**config.mk**
```make
export PLATFORM = sky130hd
export DESIGN_NAME = msic_div
export DESIGN_NICKNAME = d
export VERILOG_FILES = /design/src/msic_pkg.sv /design/src/msic_div.sv
export SDC_FILE = /design/constraint.sdc
export NUM_CORES = 1
export LEC_CHECK = 0
export BUFFER_PORTS_ARGS = -buffer_cell sky130_fd_sc_hd__buf_2
export CORE_MARGIN = 2
export CORE_UTILIZATION = 30
export CTS_BUF_LIST = sky130_fd_sc_hd__clkbuf_4 sky130_fd_sc_hd__clkbuf_8
export CTS_CLUSTER_DIAMETER = 40
export DETAILED_ROUTE_END_ITERATION = 8
export SYNTH_ARGS = -nofsm -noshare
export SYNTH_HDL_FRONTEND = slang
export SYNTH_SLANG_ARGS = --single-unit
```
**constraint.sdc**
```tcl
create_clock -name clk -period 3.3 [get_ports clk]
set_input_delay 0.495 -clock clk [delete_from_list [all_inputs] [get_ports clk]]
set_output_delay 0.495 -clock clk [all_outputs]
set_load 0.005 [all_outputs]
```
**src/msic_pkg.sv**
```systemverilog
// Shared constants, codes and types of the MIPS subset instruction core.
package msic_pkg;

  localparam int MEM_WORDS_DEF = 4096;

  localparam logic [31:0] RET_ADDR_RST = 32'h8123_456C;
  localparam logic [31:0] IN_ADDR_RST  = 32'hFFFF_0004;
  localparam logic [31:0] OUT_ADDR_RST = 32'hFFFF_000C;

  localparam int IN_DATA_W  = 88;
  localparam int OUT_DATA_W = 48;

  // request kinds
  localparam logic [1:0] REQ_LOAD = 2'd0;
  localparam logic [1:0] REQ_WREG = 2'd1;
  localparam logic [1:0] REQ_EXEC = 2'd2;

  // config register indexes
  localparam logic [1:0] CFG_RET = 2'd0;
  localparam logic [1:0] CFG_IN  = 2'd1;
  localparam logic [1:0] CFG_OUT = 2'd2;

  // error codes
  localparam logic [2:0] ERR_NONE    = 3'd0;
  localparam logic [2:0] ERR_OPCODE  = 3'd1;
  localparam logic [2:0] ERR_ALIGN   = 3'd2;
  localparam logic [2:0] ERR_RANGE   = 3'd3;
  localparam logic [2:0] ERR_DIVZERO = 3'd4;

  // opcodes
  localparam logic [5:0] OP_RTYPE = 6'h00;
  localparam logic [5:0] OP_LW    = 6'h23;
  localparam logic [5:0] OP_SW    = 6'h2b;
  localparam logic [5:0] OP_BEQ   = 6'h04;
  localparam logic [5:0] OP_BNE   = 6'h05;

  // R-type function codes
  localparam logic [5:0] F_ADD   = 6'h20;
  localparam logic [5:0] F_SUB   = 6'h22;
  localparam logic [5:0] F_MULT  = 6'h18;
  localparam logic [5:0] F_MULTU = 6'h19;
  localparam logic [5:0] F_DIV   = 6'h1a;
  localparam logic [5:0] F_DIVU  = 6'h1b;
  localparam logic [5:0] F_MFHI  = 6'h10;
  localparam logic [5:0] F_MFLO  = 6'h12;
  localparam logic [5:0] F_LIS   = 6'h14;
  localparam logic [5:0] F_SLT   = 6'h2a;
  localparam logic [5:0] F_SLTU  = 6'h2b;
  localparam logic [5:0] F_JR    = 6'h08;
  localparam logic [5:0] F_JALR  = 6'h09;

  localparam logic [4:0] REG_SP = 5'd30;
  localparam logic [4:0] REG_RA = 5'd31;

  typedef struct packed {
    logic        start;
    logic        sgn;
    logic [31:0] a;
    logic [31:0] b;
  } div_req_t;

  typedef struct packed {
    logic        done;
    logic [31:0] q;
    logic [31:0] r;
  } div_rsp_t;

endpackage

```
**src/msic_div.sv**
```systemverilog
// Iterative 32-bit divider, one quotient bit per cycle, signed or unsigned.
module msic_div (
  input  logic              clk,
  input  logic              rst_n,
  input  msic_pkg::div_req_t req,
  output msic_pkg::div_rsp_t rsp
);

  logic        busy_r, done_r;
  logic [4:0]  cnt_r;
  logic [31:0] rem_r, quo_r, dvs_r;
  logic        neg_q_r, neg_r_r;
  logic        na, nb;
  logic [32:0] rem_sh, diff;

  assign na     = req.sgn & req.a[31];
  assign nb     = req.sgn & req.b[31];
  assign rem_sh = {rem_r, quo_r[31]};
  assign diff   = rem_sh - {1'b0, dvs_r};

  always_ff @(posedge clk) begin
    if (!rst_n) begin
      busy_r <= 1'b0;
      done_r <= 1'b0;
      cnt_r  <= '0;
    end else begin
      done_r <= 1'b0;
      if (req.start) begin
        busy_r <= 1'b1;
        cnt_r  <= '0;
      end else if (busy_r) begin
        cnt_r <= cnt_r + 5'd1;
        if (cnt_r == 5'd31) begin
          busy_r <= 1'b0;
          done_r <= 1'b1;
        end
      end
    end
  end

  always_ff @(posedge clk) begin
    if (req.start) begin
      rem_r   <= '0;
      quo_r   <= na ? (32'd0 - req.a) : req.a;
      dvs_r   <= nb ? (32'd0 - req.b) : req.b;
      neg_q_r <= na ^ nb;
      neg_r_r <= na;
    end else if (busy_r) begin
      rem_r <= diff[32] ? rem_sh[31:0] : diff[31:0];
      quo_r <= {quo_r[30:0], ~diff[32]};
    end
  end

  assign rsp.done = done_r;
  assign rsp.q    = neg_q_r ? (32'd0 - quo_r) : quo_r;
  assign rsp.r    = neg_r_r ? (32'd0 - rem_r) : rem_r;

endmodule

```
==> out/results.env, run 1 <==
STATUS='finished with violations'
FAILED_CHECKS='negative setup slack'
VDD_IR_DROP_MAX_mV=0.184
SYNTH-ASYNC-RESET-RATIO_PCT=0
CTSROOTBUFFERMASTER='clkbuf_8'
HOLD_PATH.CLASS='input pin to register'
CRIT_ARRIVAL_NS=3.26
DP.CELLS=1525
SYNTH_LARGEST_AREA_CELL='edfxtp_1'
DIE_W_UM=171
DOMINANTREGCELLSYNTH='edfxtp_1'
CP_DATA_REQUIRED_TIME_NS=2.80
RSZ0062_AT_GRT='true'
ANTENNA_FOUND_INITIAL=0
TIMING_MAX_TRANSITION_VIOLATIONS_FINAL=0
TIGHTESTPINTRANSITION_NS=1.10
FIRST_PASS_ITERS=6
SYN_NETS=1091
PLACEMENT.IO_BUFFERS=132
WORSTPATHCELLLIST='nor4_4, nand2b_1, or4_4, or3_4, or3_4, nand2b_4, or2_4, buf_4, nand2_4, xnor2_2, buf_2'
GRT_PASS1_WL_MM=38.4
SYNTH_SEQ_CELLS=105
SYNTH.TOP_CELL.AREA_SHARE_PCT=23.6
GRT_OVERFLOW=0
PATH_MAX_FANOUT=3
LAYOUT_MIN_CYCLE_TIME_NS=3.76
NUM_ROWS=61
DRV.MAX_CAP_VIOLATION_COUNT=0
CP-END-KIND='primary output'
SYNTHESIZED_AREA_SQ_UM=8410
CRITICAL_PATH.MOST_COMMON_CELL='or3_4'
REMAINING_DRC_ERRORS=0
IO-PIN-COUNT=133
SYN_AREA_PER_CELL_SQ_UM=8.55
CRITICAL_PATH.STARTPOINT_TYPE='register'
SYN2LAYOUT_AREA_GROWTH_PCT=27.3
ANT_NETS=0
TIMING.RR.END='quo_r[0]'
ROUTE.DETAILED.WL_PER_INST_UM=15.4
DIE-HEIGHT_UM=171
LARGEST_NET_DEGREE_AT_THE_START_OF_GLOBAL_ROUTING=73
CLK_PIN_SLEW_WORST_PATHS_NS=0.11
VIAS_PER_CELL=4.98
TIMING.CLOCK.SKEW_NS=0.0286
P_PER_AREA_nW_PER_UM2=411
MIN_TO='busy_r'
SYN-INSTANCE-COUNT=984
P_LEAK_nW=4.35
POSTROUTEWIRELENGTH_MM=24.1
FRACTION_OF_LAYOUT_CELLS_WITH_A_SIZE_SUFFIX_ABOVE_1_PCT=26.1
VIAS=7785
WORST_RELATIVE_SLEW_SLACK_PCT=26.9
FINAL_NETS=1288
REPORT.FINAL.HOLD_VIOL_COUNT=0
CRITPATHMAXSTAGEDELAY_NS=0.44
CLOCK_SINK_COUNT=105
TRITONCTS='yes'
FF2FF_PATH_DEPTH=12
EDFF_COUNT_SYNTH=66
LAYOUT_SETUP_WS_NS=-0.459
CTSLONGESTPATHBUFFERS=2
CORE_AREA_SQ_UM=27700
RR_STARTPOINT='rem_r[6]'
NUMBER_OF_DIFFERENT_LIBRARY_CELLS_IN_THE_POST_SYNTHESIS_NETLIST=61
FMAX_ACHIEVED_MHz=266
FIRST_ITER_VIOLATIONS=400
FINAL_CELLS=1564
FRACTION_OF_THE_YOSYS_AREA_TAKEN_BY_SEQUENTIAL_CELLS_PCT=32.8
INITIAL_CORE_UTILIZATION_PCT=30.4
DETAILEDPLACEMENTHPWL_MM=18.7
CRITPATHTOPFAMILY='simple AND/OR/NAND/NOR gates'
YOSYSWARNINGS=0
WORST_HOLD_PATH.NUM_CELLS=2
WORST_PATH_MAX_DELAY_CELL='edfxtp_1'
TRACK_USAGE_PCT=16.4
PATH_BUF_INV=2
FINAL_MIN_PERIOD_OVER_CLOCK_PERIOD_PCT=114
FIRST_GLOBAL_VIAS=7486
DPL-INSTANCE-AREA_SQ_UM=9930
GPL_WTD_CONG=0.889
R2R_SLACK_NS=0.14
N_ANTENNA_CELL=0
SYNTH_MOST_COMMON_CELL='nor2_1'
CLOCK_TREE.HTREE_LEVEL_COUNT=3
CRITICALPATHCATEGORY='register to primary output'
MIN-DELAY-START='rst_n'
SETUP_VIOLATIONS=15
CLOCK_INSERTION_DELAY_WORST_SKEW_NS=0.41
SYNTH.TOP_CELLS.BY_AREA='edfxtp_1 (24%), xnor2_1 (12%), dfxtp_1 (9.3%), ha_1 (5.7%), nor2_1 (5.2%)'
TRITONCTS.NUM_BUFFERS=9
TOTAL_NON_FILLER_CELL_AREA_IN_THE_FINISHED_LAYOUT_SQ_UM=10700
POST_SYNTH_MOST_FREQUENT_CELLS='nor2_1 (116), xnor2_1 (113), a21oi_1 (82)'
AREA_OF_THE_DIE_SQ_UM=29400
registers in the layout (all words and copies together) (netlist names):
name	count
done_r	1
busy_r	1
cnt_r	5
neg_r_r	1
quo_r	32
dvs_r	32
rem_r	32
neg_q_r	1
layout by cell type (no fill, tap or decap), types with 14 or more instances in the layout:
| master | count |
|---|---|
| edfxtp_1 | 66 |
| nand2b_1 | 14 |
| nand2_1 | 64 |
| xor2_1 | 36 |
| dfxtp_1 | 35 |
| buf_2 | 131 |
| nand3_1 | 19 |
| a21oi_1 | 81 |
| a211oi_1 | 30 |
| o21ai_0 | 50 |
| mux2i_1 | 32 |
| nor2_1 | 114 |
| o31ai_1 | 21 |
| ha_1 | 38 |
| inv_1 | 51 |
| xnor2_1 | 108 |
| buf_4 | 82 |
worst max-delay path by stage:
| stage | start | to | slack, ns | cells past startpoint |
|---|---|---|---|---|
| after detailed placement | quo_r[6] | rsp[58] | -0.05 | 10 |
| after global placement | quo_r[6] | rsp[58] | -0.06 | 10 |
| after CTS | quo_r[3] | rsp[58] | -0.49 | 10 |
| after floorplan | quo_r[0] | rsp[58] | 0.08 | 11 |
| final | quo_r[6] | rsp[56] | -0.46 | 11 |
| after global routing | quo_r[6] | rsp[58] | -0.60 | 10 |
cell families (layout without fill, tap and decap cells):
kind of cell | count (synthesis) | count (layout) | synth area share, %
muxes | 34 | 34 | 4.08
AOI/OAI and AO/OA | 252 | 252 | 18.9
buffers and inverters | 92 | 294 | 4.46
adders and majority gates | 39 | 39 | 5.89
xor gates and xnor gates | 150 | 150 | 15.8
DFF | 105 | 105 | 32.8
and+or+nand+nor | 312 | 312 | 18.0
report_power, final:
group / switching (mW) / leakage, nW / internal [mW]
clock: 0.510 / 0.0966 / 0.358
sequential: 0.162 / 0.969 / 1.55
combinational: 0.948 / 3.28 / 0.865
worst register-to-register path: stages (launching register included):
cell and delay [ns]:
dfxtp_2 0.34, buf_4 0.12, ha_1 0.37, a21oi_1 0.17, o21ai_0 0.19, o211ai_1 0.38
a21oi_2 0.12, o311ai_2 0.36, o21ai_2 0.14, xor2_4 0.17, buf_6 0.14, buf_12 0.15
mux2_2 0.28
metal layers:
layer	track usage, %	vias up	share of wire [%]
met4	6.45	0	2.7
met2	25.7	153	45
met3	2.74	34	4.7
met5	0	-	0
met1	22.4	3659	48
li1	-	3939	-
stage by stage:
stage / total power, mW / hold slack, ns / utilization, % / setup slack [ns] / setup TNS, ns
after floorplan: 2.78 / 0.467 / - / 0.0841 / 0
after global placement: 3.40 / 0.483 / 35.8 / -0.0551 / -0.0843
after detailed placement: 3.42 / 0.493 / 35.8 / -0.0539 / -0.128
after CTS: 4.38 / 0.298 / 37.8 / -0.491 / -3.86
after global routing: 4.68 / 0.322 / 38.6 / -0.595 / -5.98
final: 4.40 / 0.317 / 38.6 / -0.459 / -3.54
layout make-up:
| cell class | instances | area [sq um] |
|---|---|---|
| inverters | 52 | 195 |
| repair buffers | 226 | 1440 |
| clock buffers | 9 | 124 |
| flip-flops and latches | 105 | 2770 |
| multi-input cells | 787 | 5640 |
| clock inverters | 7 | 76.3 |
| well taps | 378 | 473 |
| fillers | 2781 | 17000 |
repair_timing:
action | 4_1_cts | 5_1_grt
hold buffers | 0 | 0
buffers inserted | 13 | 12
endpoints found under the setup margin | 35 | 57
resized for setup | 51 | 33
pin swaps | 29 | 28
endpoints found under the hold margin | 0 | 0
Power figures use the tool's default switching activity.
==> run 2: changes to the inputs <==
CELL_PAD_IN_SITES_DETAIL_PLACEMENT = 1   (was unset)
CELL_PAD_IN_SITES_GLOBAL_PLACEMENT = 1   (was unset)
PLACE_DENSITY_LB_ADDON = 0.1   (was unset)
==> out/results.env, run 2 (synthesis results as in run 1) <==
FINAL_CORE_AREA_UTILIZATION_PCT=40.0
ANT_NETS=0
TIMING_MAX_TRANSITION_VIOLATIONS_FINAL=0
TRACK_USAGE_PCT=18.8
FRACTION_OF_LAYOUT_CELLS_WITH_A_SIZE_SUFFIX_ABOVE_1_PCT=28.9
CLOCK_TREE.HTREE_LEVEL_COUNT=3
RR_STARTPOINT='dvs_r[0]'
TOTAL_POWER_mW=4.69
FF2FF_PATH_DEPTH=14
RSZ0062_AT_GRT='true'
TIMING.CLOCK.SKEW_NS=0.0133
DIE-HEIGHT_UM=171
AREA_OF_THE_DIE_SQ_UM=29400
TRITONCTS='yes'
TIMING.RR.END='rem_r[3]'
CRITICALPATHCATEGORY='register to primary output'
FIRST_PASS_ITERS=4
REMAINING_DRC_ERRORS=0
PATH_MAX_FANOUT=3
STATUS='finished with violations'
LAYOUT_SETUP_WS_NS=-0.523
CLK_PIN_SLEW_WORST_PATHS_NS=0.11
DRV.MAX_CAP_VIOLATION_COUNT=0
MIN-DELAY-START='rst_n'
CRITICAL_PATH.MOST_COMMON_CELL='nand2b_4'
FIRST_ITER_VIOLATIONS=307
TIGHTESTPINTRANSITION_NS=1.35
GRT_OVERFLOW=0
FAILED_CHECKS='negative setup slack'
REPORT.FINAL.HOLD_VIOL_COUNT=0
FINAL_CELLS=1587
LAYOUT_MIN_CYCLE_TIME_NS=3.82
DETAILEDPLACEMENTHPWL_MM=20.8
FINAL_NETS=1308
CRITPATHMAXSTAGEDELAY_NS=0.44
LARGEST_NET_DEGREE_AT_THE_START_OF_GLOBAL_ROUTING=78
BIGGESTREGSBYFLOPS='dvs_r: 32 flops, quo_r: 32 flops, rem_r: 32 flops'
CRIT_ARRIVAL_NS=3.33
FMAX_ACHIEVED_MHz=262
LAYOUT.CELLS.MOST_COMMON_LIST='buf_2 (131), nor2_1 (114), xnor2_1 (108), buf_4 (97), a21oi_1 (81)'
CP_DATA_REQUIRED_TIME_NS=2.80
CLOCK_SINK_COUNT=105
VDD_IR_DROP_MAX_mV=0.167
DIE_W_UM=171
FIRST_GLOBAL_VIAS=7981
NUM_ROWS=61
R2R_SLACK_NS=0.04
POSTROUTEWIRELENGTH_MM=27.7
CRITICAL_PATH.STARTPOINT_TYPE='register'
GRT_PASS1_WL_MM=42.9
SETUP_VIOLATIONS=14
VIAS_PER_CELL=4.97
SYN2LAYOUT_AREA_GROWTH_PCT=31.7
WORSTPATHCELLLIST='inv_2, ha_2, nand2b_4, nand2b_4, or4_4, or3_4, or3_4, nand2b_4, or2_4, o31ai_4, xnor2_1, buf_2'
VIAS=7886
WORST_HOLD_PATH.NUM_CELLS=2
CTSLONGESTPATHBUFFERS=2
CP-END-KIND='primary output'
CORE_AREA_SQ_UM=27700
DP.CELLS=1537
P_PER_AREA_nW_PER_UM2=423
ANTENNA_FOUND_INITIAL=6
IO-PIN-COUNT=133
INITIAL_CORE_UTILIZATION_PCT=30.4
PLACEMENT.IO_BUFFERS=132
CTSROOTBUFFERMASTER='clkbuf_8'
WORST_RELATIVE_SLEW_SLACK_PCT=10.1
FINAL_MIN_PERIOD_OVER_CLOCK_PERIOD_PCT=116
TRITONCTS.NUM_BUFFERS=9
CLOCK_INSERTION_DELAY_WORST_SKEW_NS=0.39
GPL_WTD_CONG=0.816
P_LEAK_nW=4.53
MIN_TO='busy_r'
ROUTE.DETAILED.WL_PER_INST_UM=17.5
POST_CTS_HOLD_BUFFER_COUNT=0
HOLD_PATH.CLASS='input pin to register'
MOST_FREQUENT_STANDARD_CELL_IN_THE_LAYOUT_EXCLUDING_FILL_AND_TAP_CELLS='buf_2'
WORST_PATH_MAX_DELAY_CELL='edfxtp_1'
## run 2: cell types whose count changed in the layout (fill, tap and decap cells not counted), sizes merged
cell,previous run,this run
buf,226,245
inv,55,53
clkbuf,9,13
diode,0,3
clkinvlp,2,0
bufinv,1,2
## run 2: where the power goes
part	internal, mW	switching, mW	total, mW
clock network	0.469	0.494	0.963
logic	0.977	1.04	2.02
registers	1.55	0.151	1.70
total	3.00	1.69	4.69
## run 2: through the flow
stage	setup TNS, ns	hold WS (ns)	area [sq um]	worst slack [ns]
2_1_floorplan	0	0.467	8410	0.0841
3_3_place_gp	-0.470	0.485	10000	-0.182
3_5_place_dp	-1.29	0.507	10000	-0.220
4_1_cts	-5.65	0.288	10700	-0.569
5_1_grt	-8.33	0.318	11100	-0.629
6_report	-4.98	0.313	11100	-0.523
## run 2: worst max-delay path: cells and delay by family (launching register included)
kind            cells  cell delay (ns)
flops               1             0.44
fa+ha+maj           1             0.20
compound gates      1             0.18
buf+inv             2             0.22
xor+xnor            1             0.14
simple gates        7             1.75
## run 2: layout make-up
| cell class | instances | area [sq um] |
|---|---|---|
| fillers | 3298 | 16600 |
| inverters | 52 | 195 |
| flip-flops and latches | 105 | 2770 |
| clock inverters | 4 | 75.1 |
| well taps | 378 | 473 |
| clock buffers | 12 | 153 |
| diodes | 3 | 7.51 |
| multi-input cells | 787 | 5760 |
| repair buffers | 246 | 1640 |
## run 2: worst max-delay path by stage
stage / cells past startpoint / slack (ns) / end / from
after global routing: 12 / -0.63 / rsp[58] / quo_r[1]
after floorplan: 11 / 0.08 / rsp[58] / quo_r[0]
after detailed placement: 12 / -0.22 / rsp[58] / quo_r[0]
final: 12 / -0.52 / rsp[58] / quo_r[1]
after CTS: 10 / -0.57 / rsp[58] / quo_r[3]
after global placement: 12 / -0.18 / rsp[58] / quo_r[0]
## run 2: metal layers
layer	routed length (um)	GRT usage, %	vias up	share of wire, %
met5	38	0	-	0.14
li1	-	-	3965	-
met1	13100	25.2	3757	47
met3	1060	3.27	35	3.8
met2	12900	30.6	123	47
met4	594	6.08	6	2.1
## run 2: timing repair
action	in CTS	in global routing
gates cloned	1	1
hold endpoints to repair	0	0
pin swaps	26	56
setup buffers	23	8
setup endpoints to repair	48	59
gates resized for setup	54	62
==> run 3: changes to the inputs <==
ABC_AREA = 1   (was unset)
==> out/results.env, run 3 <==
STATUS='finished clean'
TIMING_MAX_TRANSITION_VIOLATIONS_FINAL=0
POWER.COMBINATIONAL.FRACTION_PCT=29.5
P_PER_AREA_nW_PER_UM2=307
SHARE_SEQ_OF_TOTAL_POWER_PCT=45.4
EDFF_COUNT_SYNTH=66
INITIAL_CORE_UTILIZATION_PCT=30.6
VIAS_PER_CELL=4.67
FRACTION_OF_LAYOUT_CELLS_WITH_A_SIZE_SUFFIX_ABOVE_1_PCT=13.3
CTSROOTBUFFERMASTER='clkbuf_8'
TRITONCTS.NUM_BUFFERS=9
PLACEMENT.IO_BUFFERS=132
CP-END-KIND='primary output'
SYN_NETS=1705
NUM_ROWS=66
WORST_RELATIVE_SLEW_SLACK_PCT=56.5
CRIT_ARRIVAL_NS=2.64
DETAILEDPLACEMENTHPWL_MM=29.7
BIGGESTREGSBYFLOPS='dvs_r: 32 flops, quo_r: 32 flops, rem_r: 32 flops'
SETUP_VIOLATIONS=0
CLOCK_TREE.HTREE_LEVEL_COUNT=3
TRACK_USAGE_PCT=20.7
DOMINANTREGCELLSYNTH='edfxtp_1'
FINAL_CELLS=2174
FIRST_PASS_ITERS=4
R2R_SLACK_NS=0.47
SYNTH_SEQ_CELLS=105
CLK_PIN_SLEW_WORST_PATHS_NS=0.12
SYNTH_LARGEST_AREA_CELL='nand2_1'
ANTENNA_FOUND_INITIAL=0
CTSLONGESTPATHBUFFERS=2
SYNTHESIZED_AREA_SQ_UM=9970
FINAL_NETS=1834
CLOCK_SINK_COUNT=105
SYNTH.TOP_CELL.AREA_SHARE_PCT=19.9
FRACTION_OF_THE_YOSYS_AREA_TAKEN_BY_SEQUENTIAL_CELLS_PCT=27.7
TIMING.RR.END='rem_r[0]'
POST_SYNTH_MOST_FREQUENT_CELLS='nand2_1 (529), inv_1 (293), nor2_1 (134)'
FIRST_ITER_VIOLATIONS=578
GRT_OVERFLOW=0
TRITONCTS='yes'
ENDPOINT='rsp[63]'
REPORT.FINAL.HOLD_VIOL_COUNT=0
VIAS=10145
AREA_OF_THE_DIE_SQ_UM=34700
ROUTE.DETAILED.WL_PER_INST_UM=16.4
FMAX_ACHIEVED_MHz=319
VDD_IR_DROP_MAX_mV=0.174
TOTAL_NON_FILLER_CELL_AREA_IN_THE_FINISHED_LAYOUT_SQ_UM=11500
YOSYSWARNINGS=0
CRITICALPATHCATEGORY='register to primary output'
LAYOUT.CELLS.MOST_COMMON_LIST='nand2_1 (525), inv_1 (292), buf_2 (132), nor2_1 (129), nand3_1 (107)'
FF2FF_PATH_DEPTH=17
CORE_AREA_SQ_UM=32600
POWER.SWITCHING_mW=1.34
GPL_WTD_CONG=0.853
CRITICAL_PATH.STARTPOINT='quo_r[1]'
PATH_MAX_FANOUT=5
P_LEAK_nW=6.19
IO-PIN-COUNT=133
FIRST_GLOBAL_VIAS=10454
INTERNAL-POWER_mW=2.18
P_CLK_SHARE_PCT=25.1
LARGEST_NET_DEGREE_AT_THE_START_OF_GLOBAL_ROUTING=63
CLOCK_INSERTION_DELAY_WORST_SKEW_NS=0.42
GRT_PASS1_WL_MM=57.0
POSTROUTEWIRELENGTH_MM=35.6
SYN_AREA_PER_CELL_SQ_UM=6.24
MOST_FREQUENT_STANDARD_CELL_IN_THE_LAYOUT_EXCLUDING_FILL_AND_TAP_CELLS='nand2_1'
SYN2LAYOUT_AREA_GROWTH_PCT=15.3
RR_STARTPOINT='quo_r[31]'
ANT_NETS=0
SYNTH-ASYNC-RESET-RATIO_PCT=0
POST_CTS_HOLD_BUFFER_COUNT=0
SYN-INSTANCE-COUNT=1598
NETSWITCHINGFRACTION_PCT=38.1
TIMING.CLOCK.SKEW_NS=0.0198
DRV.MAX_CAP_VIOLATION_COUNT=0
SYNTH.TOP_CELLS.BY_AREA='nand2_1 (20%), edfxtp_1 (20%), inv_1 (11%), dfxtp_1 (7.8%), xor2_1 (7.4%)'
FINAL_MIN_PERIOD_OVER_CLOCK_PERIOD_PCT=95.1
SYNTH_MOST_COMMON_CELL='nand2_1'
DPL-INSTANCE-AREA_SQ_UM=11200
HOLD_PATH.CLASS='input pin to register'
CP_DATA_REQUIRED_TIME_NS=2.80
DP.CELLS=2154
DIE_W_UM=186
REMAINING_DRC_ERRORS=0
FINAL_CORE_AREA_UTILIZATION_PCT=35.2
N_ANTENNA_CELL=0
DIE-HEIGHT_UM=186
CRITICAL_PATH.STARTPOINT_TYPE='register'
LAYOUT_MIN_CYCLE_TIME_NS=3.14
NUMBER_OF_DIFFERENT_LIBRARY_CELLS_IN_THE_POST_SYNTHESIS_NETLIST=45
TIGHTESTPINTRANSITION_NS=0.652
==> run 3: final cells by class <==
class,count,area (sq um)
multi-input cells,1156,6010
repair buffers,151,816
well taps,442,553
fillers,4388,21100
clock buffers,9,124
clock inverters,7,88.8
inverters,304,1140
flip-flops and latches,105,2760
==> run 3: worst min path at each step <==
| stage | startpoint | end | slack (ns) | cells after the start |
|---|---|---|---|---|
| after floorplan | cnt_r[4] | cnt_r[4] | 0.44 | 2 |
| after global placement | cnt_r[4] | cnt_r[4] | 0.46 | 2 |
| after detailed placement | cnt_r[4] | cnt_r[4] | 0.47 | 2 |
| after CTS | req[0] | dvs_r[0] | 0.26 | 1 |
| after global routing | req[0] | dvs_r[0] | 0.27 | 1 |
| final | req[0] | dvs_r[0] | 0.29 | 1 |
==> run 3: per-stage QoR <==
stage / setup TNS [ns] / hold slack, ns / power (mW) / setup slack [ns]
final: 0 / 0.286 / 3.53 / 0.163
after global routing: -0.0217 / 0.268 / 3.74 / -0.0190
after CTS: 0 / 0.262 / 3.56 / 0.00779
after detailed placement: 0 / 0.470 / 2.65 / 0.413
after global placement: 0 / 0.458 / 2.64 / 0.451
after floorplan: 0 / 0.442 / 2.19 / 0.994
==> run 3: kinds of logic after synthesis <==
logic type,share of synthesized area (%)
simple gates,37.3
compound gates,7.25
flops,27.7
fa+ha+maj,4.97
buf+inv,13.1
xor+xnor,9.66
==> run 3: critical path, stage by stage, from the launching register on <==
cell      delay, ns
edfxtp_1       0.44
nor3_2         0.24
nand2_1        0.15
nor3_4         0.31
nand2_2        0.13
nor2_4         0.12
nand2_1        0.08
nand2_1        0.13
o21ai_1        0.13
or2_0          0.25
nand2_1        0.12
buf_2          0.14
==> run 3: routing by layer <==
| metal | vias to the layer above | GRT usage, % | share of wire [%] |
|---|---|---|---|
| li1 | 5226 | - | - |
| met4 | 0 | 4.43 | 1.2 |
| met2 | 152 | 33.3 | 44 |
| met5 | - | 0 | 0 |
| met1 | 4745 | 29.8 | 51 |
| met3 | 22 | 2.39 | 3.1 |
==> run 3: power groups by stage <==
| stage | clock network [mW] | registers, mW | logic (mW) |
|---|---|---|---|
| global route | 0.962 | 1.61 | 1.16 |
| CTS | 0.924 | 1.60 | 1.03 |
| finish | 0.885 | 1.60 | 1.04 |
| detailed placement | 0 | 1.63 | 1.03 |
| global placement | 0 | 1.62 | 1.02 |
| floorplan | 0 | 1.59 | 0.596 |
==> run 3: repair_timing <==
action,in CTS,in global routing
gates resized for setup,3,21
setup buffers,0,4
endpoints found under the setup margin,8,23
pin swaps,0,1
